[src/rtl/core/dtfp_pkg.sv]
// Shared types and constants of the decimal text to fixed-point parser.
`default_nettype none

package dtfp_pkg;

    // Character codes
    localparam logic [7:0] CH_ZERO  = 8'h30;
    localparam logic [7:0] CH_NINE  = 8'h39;
    localparam logic [7:0] CH_POINT = 8'h2E;
    localparam logic [7:0] CH_E_LO  = 8'h65;
    localparam logic [7:0] CH_E_UP  = 8'h45;
    localparam logic [7:0] CH_MINUS = 8'h2D;
    localparam logic [7:0] CH_SPACE = 8'h20;

    // Configuration register indexes
    localparam int unsigned CFG_IDX_W       = 1;
    localparam logic [CFG_IDX_W-1:0] CFG_FRAC_PLACES = 1'b0;
    localparam logic [CFG_IDX_W-1:0] CFG_ERROR_VALUE = 1'b1;

    // Limits
    localparam logic [4:0]  MAX_FRAC_PLACES = 5'd18;
    localparam logic [63:0] MAG_MAX         = 64'h7FFF_FFFF_FFFF_FFFF;
    localparam logic [63:0] SCALE_LIMIT     = MAG_MAX / 64'd10;
    localparam logic [13:0] EXP_CAP         = 14'd16383;
    localparam logic [15:0] PLACES_FLOOR    = 16'h8000;
    localparam logic [6:0]  UP_STEPS_MAX    = 7'd64;
    localparam logic [6:0]  DIV_STEPS_MAX   = 7'd25;
    localparam logic [3:0]  ROUND_DIGIT     = 4'd5;

    // Largest magnitude that still takes digit d without passing MAG_MAX
    localparam logic [63:0] PUSH_LIMIT [10] = '{
        (MAG_MAX - 64'd0) / 64'd10, (MAG_MAX - 64'd1) / 64'd10,
        (MAG_MAX - 64'd2) / 64'd10, (MAG_MAX - 64'd3) / 64'd10,
        (MAG_MAX - 64'd4) / 64'd10, (MAG_MAX - 64'd5) / 64'd10,
        (MAG_MAX - 64'd6) / 64'd10, (MAG_MAX - 64'd7) / 64'd10,
        (MAG_MAX - 64'd8) / 64'd10, (MAG_MAX - 64'd9) / 64'd10
    };

    // Output beat layout
    localparam int unsigned OUT_TDATA_W = 88;
    localparam int unsigned OUT_TUSER_W = 3;

    // How a finished number is to be scaled
    typedef enum logic [1:0] {
        K_ERR,
        K_INT,
        K_FRAC,
        K_EXP
    } t_kind;

    // Commands from the controller
    typedef struct packed {
        logic take;
        logic setup;
        logic up_step;
        logic div_step;
        logic round_up;
        logic emit;
    } t_cmd;

    // Status of the scaling unit
    typedef struct packed {
        logic setup_up;
        logic iter_zero;
        logic iter_one;
        logic work_zero;
        logic byte_first;
        logic byte_last;
    } t_scale_st;

    // Status seen by the controller
    typedef struct packed {
        logic      fin_req;
        logic      is_err;
        t_scale_st sc;
    } t_status;

    // Parser state handed to the scaling unit and the output stage
    typedef struct packed {
        logic [63:0] accum;
        logic [63:0] rounded;
        logic [15:0] places_left;
        logic [13:0] exp_value;
        logic        exp_neg;
        logic        exp_dig;
        logic        negative;
        logic [15:0] used;
        logic        ovf;
        t_kind       kind;
        logic        on_char;
        logic [7:0]  stop_char;
    } t_parse_st;

endpackage

`default_nettype wire

[src/rtl/core/dtfp_parse.sv]
// Character parser: sign, digits, point, exponent and character count.
`default_nettype none

module dtfp_parse
    import dtfp_pkg::*;
(
    input  logic      i_clk,
    input  logic      i_rst_n,
    input  t_cmd      i_cmd,
    input  logic [7:0] i_ch,
    input  logic      i_last,
    input  logic [4:0] i_frac_places,
    output logic      o_fin_req,
    output t_parse_st o_st
);

    typedef enum logic [2:0] {
        PH_SKIP,
        PH_SIGN,
        PH_INT,
        PH_FRAC,
        PH_EXP_SKIP,
        PH_EXP_SIGN,
        PH_EXP_DIG
    } t_phase;

    t_phase      r_phase, n_phase;
    logic        r_neg, n_neg;
    logic [63:0] r_accum, n_accum;
    logic [63:0] r_rounded, n_rounded;
    logic [15:0] r_pl, n_pl;
    logic [13:0] r_exp, n_exp;
    logic        r_exp_neg, n_exp_neg;
    logic [15:0] r_used, n_used;
    logic        r_ovf, n_ovf;
    t_kind       r_kind;
    logic        r_on_char;
    logic [7:0]  r_stop_char;

    logic        is_dig, is_space, is_minus, is_point, is_e;
    logic [3:0]  dig_val;
    logic [63:0] push_val;
    logic        push_ovf;
    logic [17:0] exp_next;
    logic        cnt;
    logic        fin;
    t_kind       fin_kind;
    logic        fin_on_char;

    // Classify the character
    assign is_dig   = (i_ch >= CH_ZERO) && (i_ch <= CH_NINE);
    assign is_space = (i_ch == CH_SPACE);
    assign is_minus = (i_ch == CH_MINUS);
    assign is_point = (i_ch == CH_POINT);
    assign is_e     = (i_ch == CH_E_LO) || (i_ch == CH_E_UP);
    assign dig_val  = is_dig ? 4'(i_ch - CH_ZERO) : 4'd0;

    // Append one digit to the magnitude, flag a pass beyond the signed range
    assign push_val = {r_accum[60:0], 3'b000} + {r_accum[62:0], 1'b0} + {60'd0, dig_val};
    assign push_ovf = (r_accum > PUSH_LIMIT[dig_val]);
    assign exp_next = ({4'd0, r_exp} << 3) + ({4'd0, r_exp} << 1) + {14'd0, dig_val};

    // Next parser state for the current beat
    always_comb begin
        n_phase     = r_phase;
        n_neg       = r_neg;
        n_accum     = r_accum;
        n_rounded   = r_rounded;
        n_pl        = r_pl;
        n_exp       = r_exp;
        n_exp_neg   = r_exp_neg;
        n_ovf       = r_ovf;
        cnt         = 1'b0;
        fin         = 1'b0;
        fin_kind    = K_ERR;
        fin_on_char = 1'b0;
        unique case (r_phase)
            PH_SKIP, PH_SIGN: begin
                if ((r_phase == PH_SKIP) && (is_space || is_minus)) begin
                    cnt = 1'b1;
                    if (is_minus) begin
                        n_neg   = 1'b1;
                        n_phase = PH_SIGN;
                    end
                    fin = i_last;
                end else if (!is_dig) begin
                    fin         = 1'b1;
                    fin_on_char = 1'b1;
                end else begin
                    n_accum  = push_val;
                    n_ovf    = r_ovf | push_ovf;
                    cnt      = 1'b1;
                    n_phase  = PH_INT;
                    fin      = i_last;
                    fin_kind = K_INT;
                end
            end
            PH_INT: begin
                if (is_dig) begin
                    n_accum  = push_val;
                    n_ovf    = r_ovf | push_ovf;
                    cnt      = 1'b1;
                    fin      = i_last;
                    fin_kind = K_INT;
                end else if (is_point) begin
                    cnt       = 1'b1;
                    n_rounded = r_accum;
                    n_pl      = {11'd0, i_frac_places};
                    n_phase   = PH_FRAC;
                    fin       = i_last;
                    fin_kind  = K_FRAC;
                end else begin
                    fin         = 1'b1;
                    fin_kind    = K_INT;
                    fin_on_char = 1'b1;
                end
            end
            PH_FRAC: begin
                if (is_dig) begin
                    n_accum = push_val;
                    n_ovf   = r_ovf | push_ovf;
                    if ($signed(r_pl) > 16'sd0) begin
                        n_rounded = push_val;
                    end else if ((r_pl == 16'd0) && (dig_val >= ROUND_DIGIT)) begin
                        // first digit past the kept places rounds half up
                        n_rounded = r_accum + 64'd1;
                        n_ovf     = r_ovf | push_ovf | (r_accum >= MAG_MAX);
                    end
                    if (r_pl != PLACES_FLOOR) begin
                        n_pl = r_pl - 16'd1;
                    end
                    cnt      = 1'b1;
                    fin      = i_last;
                    fin_kind = K_FRAC;
                end else if (is_e) begin
                    cnt      = 1'b1;
                    n_phase  = PH_EXP_SKIP;
                    fin      = i_last;
                    fin_kind = K_EXP;
                end else begin
                    fin         = 1'b1;
                    fin_kind    = K_FRAC;
                    fin_on_char = 1'b1;
                end
            end
            PH_EXP_SKIP, PH_EXP_SIGN, PH_EXP_DIG: begin
                fin_kind = K_EXP;
                if ((r_phase == PH_EXP_SKIP) && (is_space || is_minus)) begin
                    cnt = 1'b1;
                    if (is_minus) begin
                        n_exp_neg = 1'b1;
                        n_phase   = PH_EXP_SIGN;
                    end
                    fin = i_last;
                end else if (is_dig) begin
                    n_exp   = (exp_next > {4'd0, EXP_CAP}) ? EXP_CAP : exp_next[13:0];
                    cnt     = 1'b1;
                    n_phase = PH_EXP_DIG;
                    fin     = i_last;
                end else begin
                    fin         = 1'b1;
                    fin_on_char = 1'b1;
                end
            end
            default: begin
                n_phase = PH_SKIP;
            end
        endcase
    end

    assign n_used = (cnt && (r_used != 16'hFFFF)) ? r_used + 16'd1 : r_used;

    // Hold parser state; restart when a result leaves
    always_ff @(posedge i_clk) begin
        if (!i_rst_n || i_cmd.emit) begin
            r_phase   <= PH_SKIP;
            r_neg     <= 1'b0;
            r_accum   <= 64'd0;
            r_rounded <= 64'd0;
            r_pl      <= {11'd0, i_frac_places};
            r_exp     <= 14'd0;
            r_exp_neg <= 1'b0;
            r_used    <= 16'd0;
            r_ovf     <= 1'b0;
        end else if (i_cmd.take) begin
            r_phase   <= n_phase;
            r_neg     <= n_neg;
            r_accum   <= n_accum;
            r_rounded <= n_rounded;
            r_pl      <= n_pl;
            r_exp     <= n_exp;
            r_exp_neg <= n_exp_neg;
            r_used    <= n_used;
            r_ovf     <= n_ovf;
        end
    end

    // Capture how the number ended
    always_ff @(posedge i_clk) begin
        if (!i_rst_n) begin
            r_kind      <= K_ERR;
            r_on_char   <= 1'b0;
            r_stop_char <= 8'd0;
        end else if (i_cmd.take && fin) begin
            r_kind      <= fin_kind;
            r_on_char   <= fin_on_char;
            r_stop_char <= fin_on_char ? i_ch : 8'd0;
        end
    end

    assign o_fin_req = fin;

    always_comb begin
        o_st.accum       = r_accum;
        o_st.rounded     = r_rounded;
        o_st.places_left = r_pl;
        o_st.exp_value   = r_exp;
        o_st.exp_neg     = r_exp_neg;
        o_st.exp_dig     = (r_phase == PH_EXP_DIG);
        o_st.negative    = r_neg;
        o_st.used        = r_used;
        o_st.ovf         = r_ovf;
        o_st.kind        = r_kind;
        o_st.on_char     = r_on_char;
        o_st.stop_char   = r_stop_char;
    end

endmodule

`default_nettype wire

[src/rtl/core/dtfp_scale.sv]
// Scaling unit: times ten one step a cycle, divide by ten one byte a cycle.
`default_nettype none

module dtfp_scale
    import dtfp_pkg::*;
(
    input  logic        i_clk,
    input  logic        i_rst_n,
    input  t_cmd        i_cmd,
    input  t_parse_st   i_p,
    input  logic [4:0]  i_frac_places,
    output t_scale_st   o_st,
    output logic [63:0] o_work,
    output logic        o_ovf
);

    logic [63:0] r_work;
    logic [6:0]  r_iter;
    logic [2:0]  r_byte;
    logic [3:0]  r_rem;
    logic        r_ovf;

    logic [16:0] e_mag;
    logic signed [16:0] e_val;
    logic signed [16:0] total;
    logic [16:0] neg_total;
    logic [63:0] s_work;
    logic [6:0]  s_iter;
    logic        s_up;
    logic [63:0] work_x10;
    logic [7:0]  div_q;
    logic [3:0]  div_rem;

    // Total power of ten: kept places plus exponent (exponent 1 without digits)
    assign e_mag     = {3'd0, i_p.exp_value};
    assign e_val     = i_p.exp_dig ? (i_p.exp_neg ? -$signed(e_mag) : $signed(e_mag))
                                   : 17'sd1;
    assign total     = $signed({i_p.places_left[15], i_p.places_left}) + e_val;
    assign neg_total = 17'(-total);

    // Starting magnitude and step count
    always_comb begin
        s_work = i_p.accum;
        s_iter = 7'd0;
        s_up   = 1'b1;
        case (i_p.kind)
            K_INT: begin
                s_iter = {2'd0, i_frac_places};
            end
            K_FRAC: begin
                s_work = i_p.rounded;
                s_iter = ($signed(i_p.places_left) > 16'sd0) ? i_p.places_left[6:0] : 7'd0;
            end
            K_EXP: begin
                if (!total[16]) begin
                    s_iter = (total[15:0] > {9'd0, UP_STEPS_MAX}) ? UP_STEPS_MAX
                                                                  : total[6:0];
                end else begin
                    s_up   = 1'b0;
                    s_iter = (neg_total > {10'd0, DIV_STEPS_MAX}) ? DIV_STEPS_MAX
                                                                  : neg_total[6:0];
                end
            end
            default: begin
                s_work = 64'd0;
            end
        endcase
    end

    assign work_x10 = {r_work[60:0], 3'b000} + {r_work[62:0], 1'b0};

    // Restoring divide by ten over the top byte of the shifting dividend
    always_comb begin
        logic [3:0] rem;
        logic [4:0] t;
        rem = (r_byte == 3'd0) ? 4'd0 : r_rem;
        t   = 5'd0;
        for (int i = 7; i >= 0; i--) begin
            t = {rem, r_work[56 + i]};
            if (t >= 5'd10) begin
                div_q[i] = 1'b1;
                rem      = 4'(t - 5'd10);
            end else begin
                div_q[i] = 1'b0;
                rem      = t[3:0];
            end
        end
        div_rem = rem;
    end

    // Step counters
    always_ff @(posedge i_clk) begin
        if (!i_rst_n) begin
            r_iter <= 7'd0;
            r_byte <= 3'd0;
            r_ovf  <= 1'b0;
        end else if (i_cmd.setup) begin
            r_iter <= s_iter;
            r_byte <= 3'd0;
            r_ovf  <= 1'b0;
        end else if (i_cmd.up_step) begin
            r_iter <= r_iter - 7'd1;
            r_ovf  <= r_ovf | (r_work > SCALE_LIMIT);
        end else if (i_cmd.div_step) begin
            r_byte <= r_byte + 3'd1;
            if (r_byte == 3'd7) begin
                r_iter <= r_iter - 7'd1;
            end
        end
    end

    // Working magnitude and remainder
    always_ff @(posedge i_clk) begin
        if (i_cmd.setup) begin
            r_work <= s_work;
            r_rem  <= 4'd0;
        end else if (i_cmd.up_step) begin
            r_work <= work_x10;
        end else if (i_cmd.div_step) begin
            r_work <= {r_work[55:0], div_q};
            r_rem  <= div_rem;
        end else if (i_cmd.round_up) begin
            r_work <= r_work + {63'd0, (r_rem >= ROUND_DIGIT)};
        end
    end

    always_comb begin
        o_st.setup_up   = s_up;
        o_st.iter_zero  = (r_iter == 7'd0);
        o_st.iter_one   = (r_iter == 7'd1);
        o_st.work_zero  = (r_work == 64'd0);
        o_st.byte_first = (r_byte == 3'd0);
        o_st.byte_last  = (r_byte == 3'd7);
    end

    assign o_work = r_work;
    assign o_ovf  = r_ovf;

endmodule

`default_nettype wire

[src/rtl/core/dtfp_ctrl.sv]
// Controller: takes characters, then sequences scaling and result hand-off.
`default_nettype none

module dtfp_ctrl
    import dtfp_pkg::*;
(
    input  logic    i_clk,
    input  logic    i_rst_n,
    input  logic    i_in_valid,
    input  logic    i_out_free,
    input  t_status i_st,
    output logic    o_in_ready,
    output t_cmd    o_cmd
);

    typedef enum logic [2:0] {
        S_PARSE,
        S_SETUP,
        S_UP,
        S_DIV,
        S_ROUND,
        S_EMIT
    } t_state;

    t_state r_state, n_state;

    // Decode commands and next state
    always_comb begin
        n_state = r_state;
        o_cmd   = '0;
        unique case (r_state)
            S_PARSE: begin
                o_cmd.take = i_in_valid;
                if (i_in_valid && i_st.fin_req) begin
                    n_state = S_SETUP;
                end
            end
            S_SETUP: begin
                o_cmd.setup = 1'b1;
                if (i_st.is_err) begin
                    n_state = S_EMIT;
                end else if (i_st.sc.setup_up) begin
                    n_state = S_UP;
                end else begin
                    n_state = S_DIV;
                end
            end
            S_UP: begin
                if (i_st.sc.iter_zero || i_st.sc.work_zero) begin
                    n_state = S_EMIT;
                end else begin
                    o_cmd.up_step = 1'b1;
                end
            end
            S_DIV: begin
                if (i_st.sc.byte_first && i_st.sc.work_zero) begin
                    n_state = S_EMIT;
                end else begin
                    o_cmd.div_step = 1'b1;
                    if (i_st.sc.byte_last && i_st.sc.iter_one) begin
                        n_state = S_ROUND;
                    end
                end
            end
            S_ROUND: begin
                o_cmd.round_up = 1'b1;
                n_state        = S_EMIT;
            end
            S_EMIT: begin
                if (i_out_free) begin
                    o_cmd.emit = 1'b1;
                    n_state    = S_PARSE;
                end
            end
            default: begin
                n_state = S_PARSE;
            end
        endcase
    end

    // Hold state
    always_ff @(posedge i_clk) begin
        if (!i_rst_n) begin
            r_state <= S_PARSE;
        end else begin
            r_state <= n_state;
        end
    end

    assign o_in_ready = (r_state == S_PARSE);

endmodule

`default_nettype wire

[src/rtl/core/decimal_text_to_fixed_point_top.sv]
// Top level: configuration registers, parser, scaling unit, controller, output register.
// Throughput: one character a cycle while a number is being read; the beat that ends a
// number holds the input off until its result sits in the output register.
// After that beat the controller sets up, then emits without scaling on error, scales up by ten
// n times (n up to 64, fewer once the value is zero), or divides by ten d times (d up to 25,
// byte-wide divider) and rounds the last division, and waits while a stalled result beat holds the output.
// Reset (synchronous, active low) clears the parser, the output beat and both registers.
`default_nettype none

module decimal_text_to_fixed_point_top
    import dtfp_pkg::*;
(
    input  logic                   i_clk,
    input  logic                   i_rst_n,
    input  logic                   s_tvalid,
    output logic                   s_tready,
    input  logic [7:0]             s_tdata,   // [7:0] ch
    input  logic                   s_tlast,
    output logic                   m_tvalid,
    input  logic                   m_tready,
    output logic [OUT_TDATA_W-1:0] m_tdata,   // [63:0] value, [71:64] stop_char,
                                              // [87:72] chars_used
    output logic [OUT_TUSER_W-1:0] m_tuser,   // [0] is_error, [1] overflow,
                                              // [2] ended_on_char
    input  logic                   i_cfg_we,
    input  logic [CFG_IDX_W-1:0]   i_cfg_idx,
    input  logic [63:0]            i_cfg_wdata
);

    logic [4:0]  r_frac_places;
    logic [63:0] r_error_value;
    logic                   r_m_tvalid;
    logic [OUT_TDATA_W-1:0] r_m_tdata;
    logic [OUT_TUSER_W-1:0] r_m_tuser;

    t_cmd        w_cmd;
    t_status     w_status;
    t_parse_st   w_pst;
    t_scale_st   w_sc;
    logic        w_fin_req;
    logic [63:0] w_work;
    logic        w_scale_ovf;
    logic        w_out_free;
    logic        w_err;
    logic [63:0] w_value;

    // Configuration writes; clamp the place count
    always_ff @(posedge i_clk) begin
        if (!i_rst_n) begin
            r_frac_places <= 5'd0;
            r_error_value <= 64'd0;
        end else if (i_cfg_we) begin
            unique case (i_cfg_idx)
                CFG_FRAC_PLACES: begin
                    r_frac_places <= (i_cfg_wdata[4:0] > MAX_FRAC_PLACES) ? MAX_FRAC_PLACES
                                                                          : i_cfg_wdata[4:0];
                end
                CFG_ERROR_VALUE: begin
                    r_error_value <= i_cfg_wdata;
                end
                default: begin
                    r_error_value <= r_error_value;
                end
            endcase
        end
    end

    dtfp_ctrl u_ctrl (
        .i_clk      (i_clk),
        .i_rst_n    (i_rst_n),
        .i_in_valid (s_tvalid),
        .i_out_free (w_out_free),
        .i_st       (w_status),
        .o_in_ready (s_tready),
        .o_cmd      (w_cmd)
    );

    dtfp_parse u_parse (
        .i_clk         (i_clk),
        .i_rst_n       (i_rst_n),
        .i_cmd         (w_cmd),
        .i_ch          (s_tdata),
        .i_last        (s_tlast),
        .i_frac_places (r_frac_places),
        .o_fin_req     (w_fin_req),
        .o_st          (w_pst)
    );

    dtfp_scale u_scale (
        .i_clk         (i_clk),
        .i_rst_n       (i_rst_n),
        .i_cmd         (w_cmd),
        .i_p           (w_pst),
        .i_frac_places (r_frac_places),
        .o_st          (w_sc),
        .o_work        (w_work),
        .o_ovf         (w_scale_ovf)
    );

    always_comb begin
        w_status.fin_req = w_fin_req;
        w_status.is_err  = (w_pst.kind == K_ERR);
        w_status.sc      = w_sc;
    end

    // Result value: signed magnitude, or the error value
    assign w_err      = (w_pst.kind == K_ERR);
    assign w_value    = w_err ? r_error_value
                              : (w_pst.negative ? 64'd0 - w_work : w_work);
    assign w_out_free = !r_m_tvalid || m_tready;

    // Output beat: load on emit, drop when taken
    always_ff @(posedge i_clk) begin
        if (!i_rst_n) begin
            r_m_tvalid <= 1'b0;
        end else if (w_cmd.emit) begin
            r_m_tvalid <= 1'b1;
        end else if (m_tready) begin
            r_m_tvalid <= 1'b0;
        end
    end

    always_ff @(posedge i_clk) begin
        if (w_cmd.emit) begin
            r_m_tdata <= {w_pst.used, w_pst.stop_char, w_value};
            r_m_tuser <= {w_pst.on_char, !w_err && (w_pst.ovf || w_scale_ovf), w_err};
        end
    end

    assign m_tvalid = r_m_tvalid;
    assign m_tdata  = r_m_tdata;
    assign m_tuser  = r_m_tuser;

endmodule

`default_nettype wire

[config.mk]
export PLATFORM = sky130hd
export DESIGN_NAME = decimal_text_to_fixed_point_top
export DESIGN_NICKNAME = d
export VERILOG_FILES = /design/src/rtl/core/dtfp_pkg.sv /design/src/rtl/core/dtfp_parse.sv /design/src/rtl/core/dtfp_scale.sv /design/src/rtl/core/dtfp_ctrl.sv /design/src/rtl/core/decimal_text_to_fixed_point_top.sv
export SDC_FILE = /design/constraint.sdc
export NUM_CORES = 2
export LEC_CHECK = 0
export BUFFER_PORTS_ARGS = -buffer_cell sky130_fd_sc_hd__buf_4
export CAP_MARGIN = 0
export CORE_MARGIN = 5
export CORE_UTILIZATION = 40
export CTS_BUF_LIST = sky130_fd_sc_hd__clkbuf_8
export DETAILED_ROUTE_END_ITERATION = 16
export GPL_TIMING_DRIVEN = 0
export PLACE_DENSITY = 0.64
export SLEW_MARGIN = 20
export SYNTH_ARGS = -nofsm -noshare
export SYNTH_HDL_FRONTEND = slang
export SYNTH_HIERARCHICAL = 1
export SYNTH_SLANG_ARGS = --single-unit
[constraint.sdc]
create_clock -name i_clk -period 16.7 [get_ports i_clk]
set_input_delay 2.505 -clock i_clk [delete_from_list [all_inputs] [get_ports i_clk]]
set_output_delay 2.505 -clock i_clk [all_outputs]
set_load 0.005 [all_outputs]
; ---- Yosys cells after proc, flatten, opt, wreduce, memory -nomap -nowiden
; Memory sizes are Yosys's and may differ from the RTL's.
; Cells that the tools add are included.
[classes]
order_cmp = 21
addsub = 24
reduce_logical = 55
bitwise = 8
mux = 126
eq_ne = 43
[ops]
columns = operator, n
row1 = two-way mux 64 bit, 15
row2 = case mux 64 bit (2 select lines), 3
row3 = adder 64 bit, 2
row4 = adder 64 x 1 -> 64 bit, 1
row5 = "adder 64 x 1 -> 64 bit, second input constant", 1
row6 = adder 64 x 4 -> 64 bit, 1
row7 = "greater-or-equal comparator 64 x 63 -> 1 bit, second input constant", 1
row8 = "greater-than comparator 64 x 60 -> 1 bit, second input constant", 1
row9 = greater-than comparator 64 bit, 1
row10 = logical NOT 64 bit, 1
row11 = two-way mux 16 bit, 4
row12 = "subtractor 1 x 64 -> 64 bit, first input constant", 1
row13 = two-way mux 7 bit, 8
row14 = two-way mux 1 bit, 50
row15 = two-way mux 3 bit, 16
row16 = "greater-or-equal comparator 5 x 4 -> 1 bit, second input constant", 8
row17 = two-way mux 4 bit, 10
row18 = two-way mux 17 bit, 2
row19 = "!= test 16 bit, second input constant", 2
row20 = case mux 16 bit (2 select lines), 1
row21 = "subtractor 4 bit, second input constant", 8
row22 = "== test 8 x 6 -> 1 bit, second input constant", 3
row23 = "!= test 3 x 1 -> 1 bit, second input constant", 7
row24 = case mux 7 bit (3 select lines), 1
row25 = 59 further kinds, 129
[word_totals]
n_memories = 1
rom_bits = 1024
register_bits = 434
wordCells = 302
in_bits = 79
[memory_table]
columns = name, depth, width, read_ports, rd_clocked_by_memory_dff, wr, line_no
row1 = (name not given), 16, 64, 1, 0, 0, dtfp_parse.sv:60  ; assign push_ovf = (r_accum > PUSH_LIMIT[dig_val]);

; ---- Logic depth before layout (Yosys ltp)
[depth]
word_depth = 21
mapped_depth = 48
ltp_nobuf = 45

; ---- Cells and area by module
; Netlist, hierarchy kept.
[by_module_without_submodules]
columns = mod, area_per_inst_um2, instances, cells_each
row1 = dtfp_parse, 15497.4, 1, 2092
row2 = dtfp_scale, 12534.5, 1, 1694
row3 = decimal_text_to_fixed_point_top, 7547.2, 1, 763
row4 = dtfp_ctrl, 309.0, 1, 38

; ---- Least setup slack after synthesis
; OpenSTA, ideal clock, no wires.
[synth_timing]
path_type = reg2reg
startpoint = register u_scale.r_byte[0]
endpoint = register u_scale.r_work[0] (netlist: u_scale/o_work[0]), data pin
arrival_ps = 7940
synth_period_minus_slack_ps = 8205
path_stages_with_launch = 46
t_required_ps = 16435
path_buffers = 3
path_slack_ps = 8495
setup_time_ps = 265
cell_sequence = dfxtp_1 > inv_1 > ha_1 > nand2b_1 > clkbuf_1 > nand2_1 > ha_1 > nor2b_1 > or3_1 > and2_1 > nand2_1 > ha_1 > and3_1 > a221oi_1 > a31oi_1 > inv_1 > ha_1 > clkbuf_1 > [... 10 more ...] > clkbuf_1 > a221o_1 > a21oi_1 > nor3_1 > o21bai_1 > ha_1 > a2111oi_4 > nand2b_1 > o221ai_2 > ha_1 > a21boi_1 > o211a_1 > a21oi_1 > ha_1 > o31ai_1 > a21oi_1 > a21oi_1 > o21bai_1
[synth_via]
elab_chain_cells = 21
word_cells_on_any_way = 31
[synth_rtl]
columns = item, line_no
row1 = "start, declared", dtfp_scale.sv:19  ; logic [2:0] r_byte;
row2 = "start signal, assigned", dtfp_scale.sv:105  ; r_byte <= r_byte + 3'd1;
row3 = logical NOT 3 bit *, "dtfp_scale.sv:76, dtfp_scale.sv:132"
row4 = two-way mux 4 bit, dtfp_scale.sv:76  ; rem = (r_byte == 3'd0) ? 4'd0 : r_rem;
row5 = subtractor 4 bit / greater-or-equal comparator 5 x 4 -> 1 bit (equally long branches), "dtfp_scale.sv:82, dtfp_scale.sv:80"
row6 = two-way mux 4 bit, dtfp_scale.sv:80  ; if (t >= 5'd10) begin
row7 = subtractor 4 bit / greater-or-equal comparator 5 x 4 -> 1 bit (equally long branches), "dtfp_scale.sv:82, dtfp_scale.sv:80"
row8 = two-way mux 4 bit, dtfp_scale.sv:80
row9 = subtractor 4 bit / greater-or-equal comparator 5 x 4 -> 1 bit (equally long branches), "dtfp_scale.sv:82, dtfp_scale.sv:80"
row10 = two-way mux 4 bit, dtfp_scale.sv:80
row11 = [... 5 more ...], --
row12 = two-way mux 4 bit, dtfp_scale.sv:80
row13 = subtractor 4 bit / greater-or-equal comparator 5 x 4 -> 1 bit (equally long branches), "dtfp_scale.sv:82, dtfp_scale.sv:80"
row14 = two-way mux 4 bit, dtfp_scale.sv:80
row15 = greater-or-equal comparator 5 x 4 -> 1 bit, dtfp_scale.sv:80
row16 = two-way mux 1 bit, dtfp_scale.sv:80
row17 = two-way mux 64 bit *, dtfp_scale.sv:119  ; end else if (i_cmd.div_step) begin
row18 = two-way mux 64 bit *, dtfp_scale.sv:117  ; end else if (i_cmd.up_step) begin
row19 = two-way mux 64 bit *, dtfp_scale.sv:114  ; if (i_cmd.setup) begin
row20 = "end signal, assigned", dtfp_scale.sv:115  ; r_work <= s_work;
row21 = "end signal, assigned", dtfp_scale.sv:118  ; r_work <= work_x10;
row22 = "end signal, assigned", dtfp_scale.sv:120  ; r_work <= {r_work[55:0], div_q};
row23 = "end, declared", dtfp_scale.sv:17  ; logic [63:0] r_work;
; Every way passes the cells marked *; elsewhere a longest branch is shown, timed or not.
; A chain may end at the register's enable or synchronous reset.

; ---- Final worst setup path
; Same ends and word-level chain as after synthesis.

==> flow_metrics.py <==
metrics = {
    "pwr": {
        "peakVddDrop_v": 0.00009088,
        "cellPowerDensity_mw_per_mm2": 142.1,
        "p_leak_uw": 0.01543,
    },
    "global_route": {
        "first_global_vias": 34920,
        "grt_first_pass_wirelength_mm": 207.0,
        "grt_usage_pct": 27.44,
        "antenna_found_initial": 1,
        "grt_start_max_net_pins": 48,
        "grt_overflow_total": 0,
    },
    "synthesis": {
        "synth_nets": 4921,
        "synth_edf_count": 160,
        "synth_ff_type": "dfxtp_1",
        "avgSynthCellArea_sq_um": 7.824,
        "synth_seq_cells": 434,
        "yosysSeqAreaShare_pct": 28.67,
        "synthCells": 4587,
        "async_flop_share_pct": 0,
        "ys_warn_count": 6,
        "yosysUniqueCellTypes": 121,
        "syn-cell-area_sq_mm": 0.03589,
    },
    "clock_network": {
        "cts_hold_buf": 0,
        "cts.sinks": 434,
        "cts_tree": "done",
        "numCtsBuffers": 76,
        "htreeDepth": 3,
        "cts_setup_buffers": 0,
        "insertion_delay_ns": 0.71,
        "cts_root_buf": "clkbuf_8",
        "clk_pin_slew_ns": 0.06,
        "clockBufferDepth": 3,
        "cts_resized": 0,
    },
    "route": {
        "firstDrtPassIters": 8,
        "vias": 36960,
        "drt-total-wl_mm": 137.6,
        "ant_nets": 0,
        "drc": 0,
        "vias_per_cell": 6.088,
        "avgRoutedWirePerCell_microns": 22.67,
        "drtIter0Drc": 3909,
    },
    "floorplanning": {
        "die-area_sq_mm": 0.09581,
        "fp.dieH_microns": 309.5,
        "ios": 172,
        "num_rows": 109,
        "initial_core_util_pct": 40.42,
        "coreArea_sq_mm": 0.08878,
        "die_w_microns": 309.5,
    },
    "finish": {
        "fin_area_sq_mm": 0.04030,
        "area_growth_pct": 12.30,
        "drive_above_1_share_pct": 8.813,
        "nFillCells": 8916,
        "nets": 5173,
    },
    "sta": {
        "clock.fmax_ghz": 0.09761,
        "maxSlewHeadroom_pct": 24.55,
        "hold_viol": 0,
        "post-route-period-util_pct": 61.35,
        "fin_tns_setup_ns": 0,
        "worst_pin_slew_ns": 1.128,
        "skew_ns": 0.04173,
        "finalCriticalPeriod_ns": 10.25,
        "finalSetupViolCount": 0,
        "drv_slew": 0,
        "rsz0062_at_grt": "no",
    },
    "worst_setup_path": {
        "cp.arrival_ns": 10.63,
        "end_kind": "flop",
        "crit_path_frequent_cell": "ha_1",
        "rr_worst_depth": 46,
        "critical_path_class": "flop to flop",
        "cpPeakStageDelay_ns": 0.53,
        "worstSetupStartpointType": "flop",
        "r2r_start": "u_scale/r_byte[0]",
        "worstPathRequired_ns": 17.08,
        "r2r_end": "u_scale/o_work[0]",
        "r2r_slack_ns": 6.45,
        "worst_path_max_delay_cell": "a21oi_1",
        "path_max_fanout": 10,
        "startpoint": "u_scale/r_byte[0]",
    },
    "hold_path": {
        "hold_path_depth": 0,
        "hp-class": "flop to flop",
        "hold_end": "m_tdata[70]",
        "hold_start": "u_parse/r_stop_char[6]",
    },
    "placement": {
        "globalplace.congestion": 0.9745,
        "placed_cell_area_sq_mm": 0.03872,
        "hpwl_mm": 106.1,
        "numPortBuffers": 170,
    },
    "outcome": {
        "status": "complete, no violations",
    },
    "run": {
        "cap_violations": 0,
    },
}
where the power goes:
part	switching, uW	internal [uW]
Combinational	1820	1160
Clock	484	552
Sequential	377	1340
Total	2680	3050
cell families after synthesis:
kind of cell             count (synthesis)  synth area share (%)
AO/OA/AOI/OAI                         1498                 27.49
XOR/XNOR                               284                 6.931
buffers and inverters                  381                 4.205
adder cells (fa/ha/maj)                255                 8.995
AND/OR/NAND/NOR                       1696                 22.58
flip-flops                             434                 28.67
multiplexers                            39                 1.119
metal layers:
layer  vias to the layer above  part of all wire, %  track usage (%)
met2                      1751                   45            44.18
li1                      17500                    -                -
met4                         0                  5.4            13.48
met1                     17370                   42            36.37
met3                       345                  8.0            3.789
met5                         -                    0                0
layout make-up:
type                       count  area [sq um]  area share, %
multi-input combinational   3772         24110          59.82
sequential                   434         10290          25.53
tap                         1165          1458          3.617
timing repair buffer         174          1351          3.353
clock buffer                  89          1225          3.039
buffer                       272          1100          2.729
inverter                     109         409.1          1.015
clock inverter                52         352.8         0.8755
antenna                        3         7.507        0.01863
cells in the mapped netlist (20+ instances only):
master	count	area (sq um)
nand2_1	604	2267
a21oi_1	507	2537
nor2_1	391	1468
dfxtp_1	274	5485
o21ai_0	274	1371
ha_1	250	3128
clkbuf_1	225	844.6
edfxtp_1	160	4805
xnor2_1	156	1366
nand3_1	143	715.7
xor2_1	128	1121
inv_1	103	386.6
nor3_1	90	450.4
a21o_1	85	638.1
a21boi_0	77	578.1
a221oi_1	70	613.1
nand4_1	66	412.9
and2_1	55	344.1
and3_1	54	337.8
a31oi_1	51	319.1
nor2b_1	44	275.3
nor4_1	43	269.0
or3_1	43	269.0
o31ai_1	42	315.3
nand2b_1	41	256.5
a211oi_1	40	300.3
mux2i_1	33	330.3
o21bai_1	31	232.7
o211ai_1	28	210.2
o21a_1	25	187.7
a22oi_1	24	180.2
or2_2	22	137.6
buf_1	20	75.07
o22ai_1	20	125.1
or4_1	20	150.1
metrics by stage:
step                      cells  hold WS [ns]  util, %  setup WS, ns  power, uW
after floorplan            4587        0.4087        -         8.495       3732
after global placement     5922        0.4112    43.50         6.838       4606
after detailed placement   5926        0.4180    43.61         6.769       4627
after CTS                  6067        0.4322    45.39         6.711       5678
after global routing       6068        0.4438    45.39         5.651       6099
final                      6070        0.4301    45.39         6.455       5728
flip-flops by register name, indices dropped and copies added, names as in the netlist:
signal / flops
u_scale/r_byte: 3
u_scale/r_iter: 7
u_parse/r_neg: 1
u_parse/r_phase: 3
u_parse/r_exp_neg: 1
u_ctrl/r_state: 3
u_parse/r_ovf: 1
m_tdata: 88
r_error_value: 64
u_parse/r_accum: 64
u_scale/o_work: 64
u_parse/r_stop_char: 8
m_tuser: 3
u_parse/r_rounded: 64
u_parse/r_pl: 16
r_frac_places: 5
u_scale/r_rem: 4
u_parse/r_on_char: 1
m_tvalid: 1
u_parse/r_kind: 2
u_scale/o_ovf: 1
u_parse/r_exp: 14
u_parse/r_used: 16
cell usage in the layout (no fill, tap or decap), types with 22 or more instances in the layout:
cell type	Yosys	routed
nor2_1	391	390
dfxtp_1	274	274
xor2_1	128	128
a21boi_0	77	77
a221oi_1	70	70
a21oi_1	507	507
ha_1	250	250
a31oi_1	51	51
o21bai_1	31	31
edfxtp_1	160	160
or2_2	22	22
o211ai_1	28	28
xnor2_1	156	156
nand2b_1	41	41
nand3_1	143	143
buf_4	7	178
nand2_1	604	603
a22oi_1	24	24
and2_1	55	55
nor2b_1	44	44
nor3_1	90	89
clkbuf_8	1	90
mux2i_1	33	33
and3_1	54	54
o21a_1	25	25
o21ai_0	274	274
o31ai_1	42	42
a21o_1	85	85
clkbuf_1	225	225
nand4_1	66	66
nor4_1	43	43
inv_1	103	128
or3_1	43	43
a211oi_1	40	40
worst max-delay path by stage:
stage | endpoint | slack (ns) | depth (start not counted)
global route | u_scale/o_work[0] | 5.65 | 48
global placement | u_scale/o_work[0] | 6.84 | 48
detailed placement | u_scale/o_work[0] | 6.77 | 46
CTS | u_scale/o_work[0] | 6.71 | 46
finish | u_scale/o_work[0] | 6.45 | 46
floorplan | u_scale/o_work[0] | 8.50 | 45
critical path: cells and delay by family, from the launching register on:
kind | cells | cell delay, ns
flops | 1 | 0.38
fa+ha+maj | 9 | 2.18
compound gates | 19 | 4.34
simple gates | 11 | 1.64
buf+inv | 7 | 1.38
Note: power is estimated with default switching activity, not from simulation.
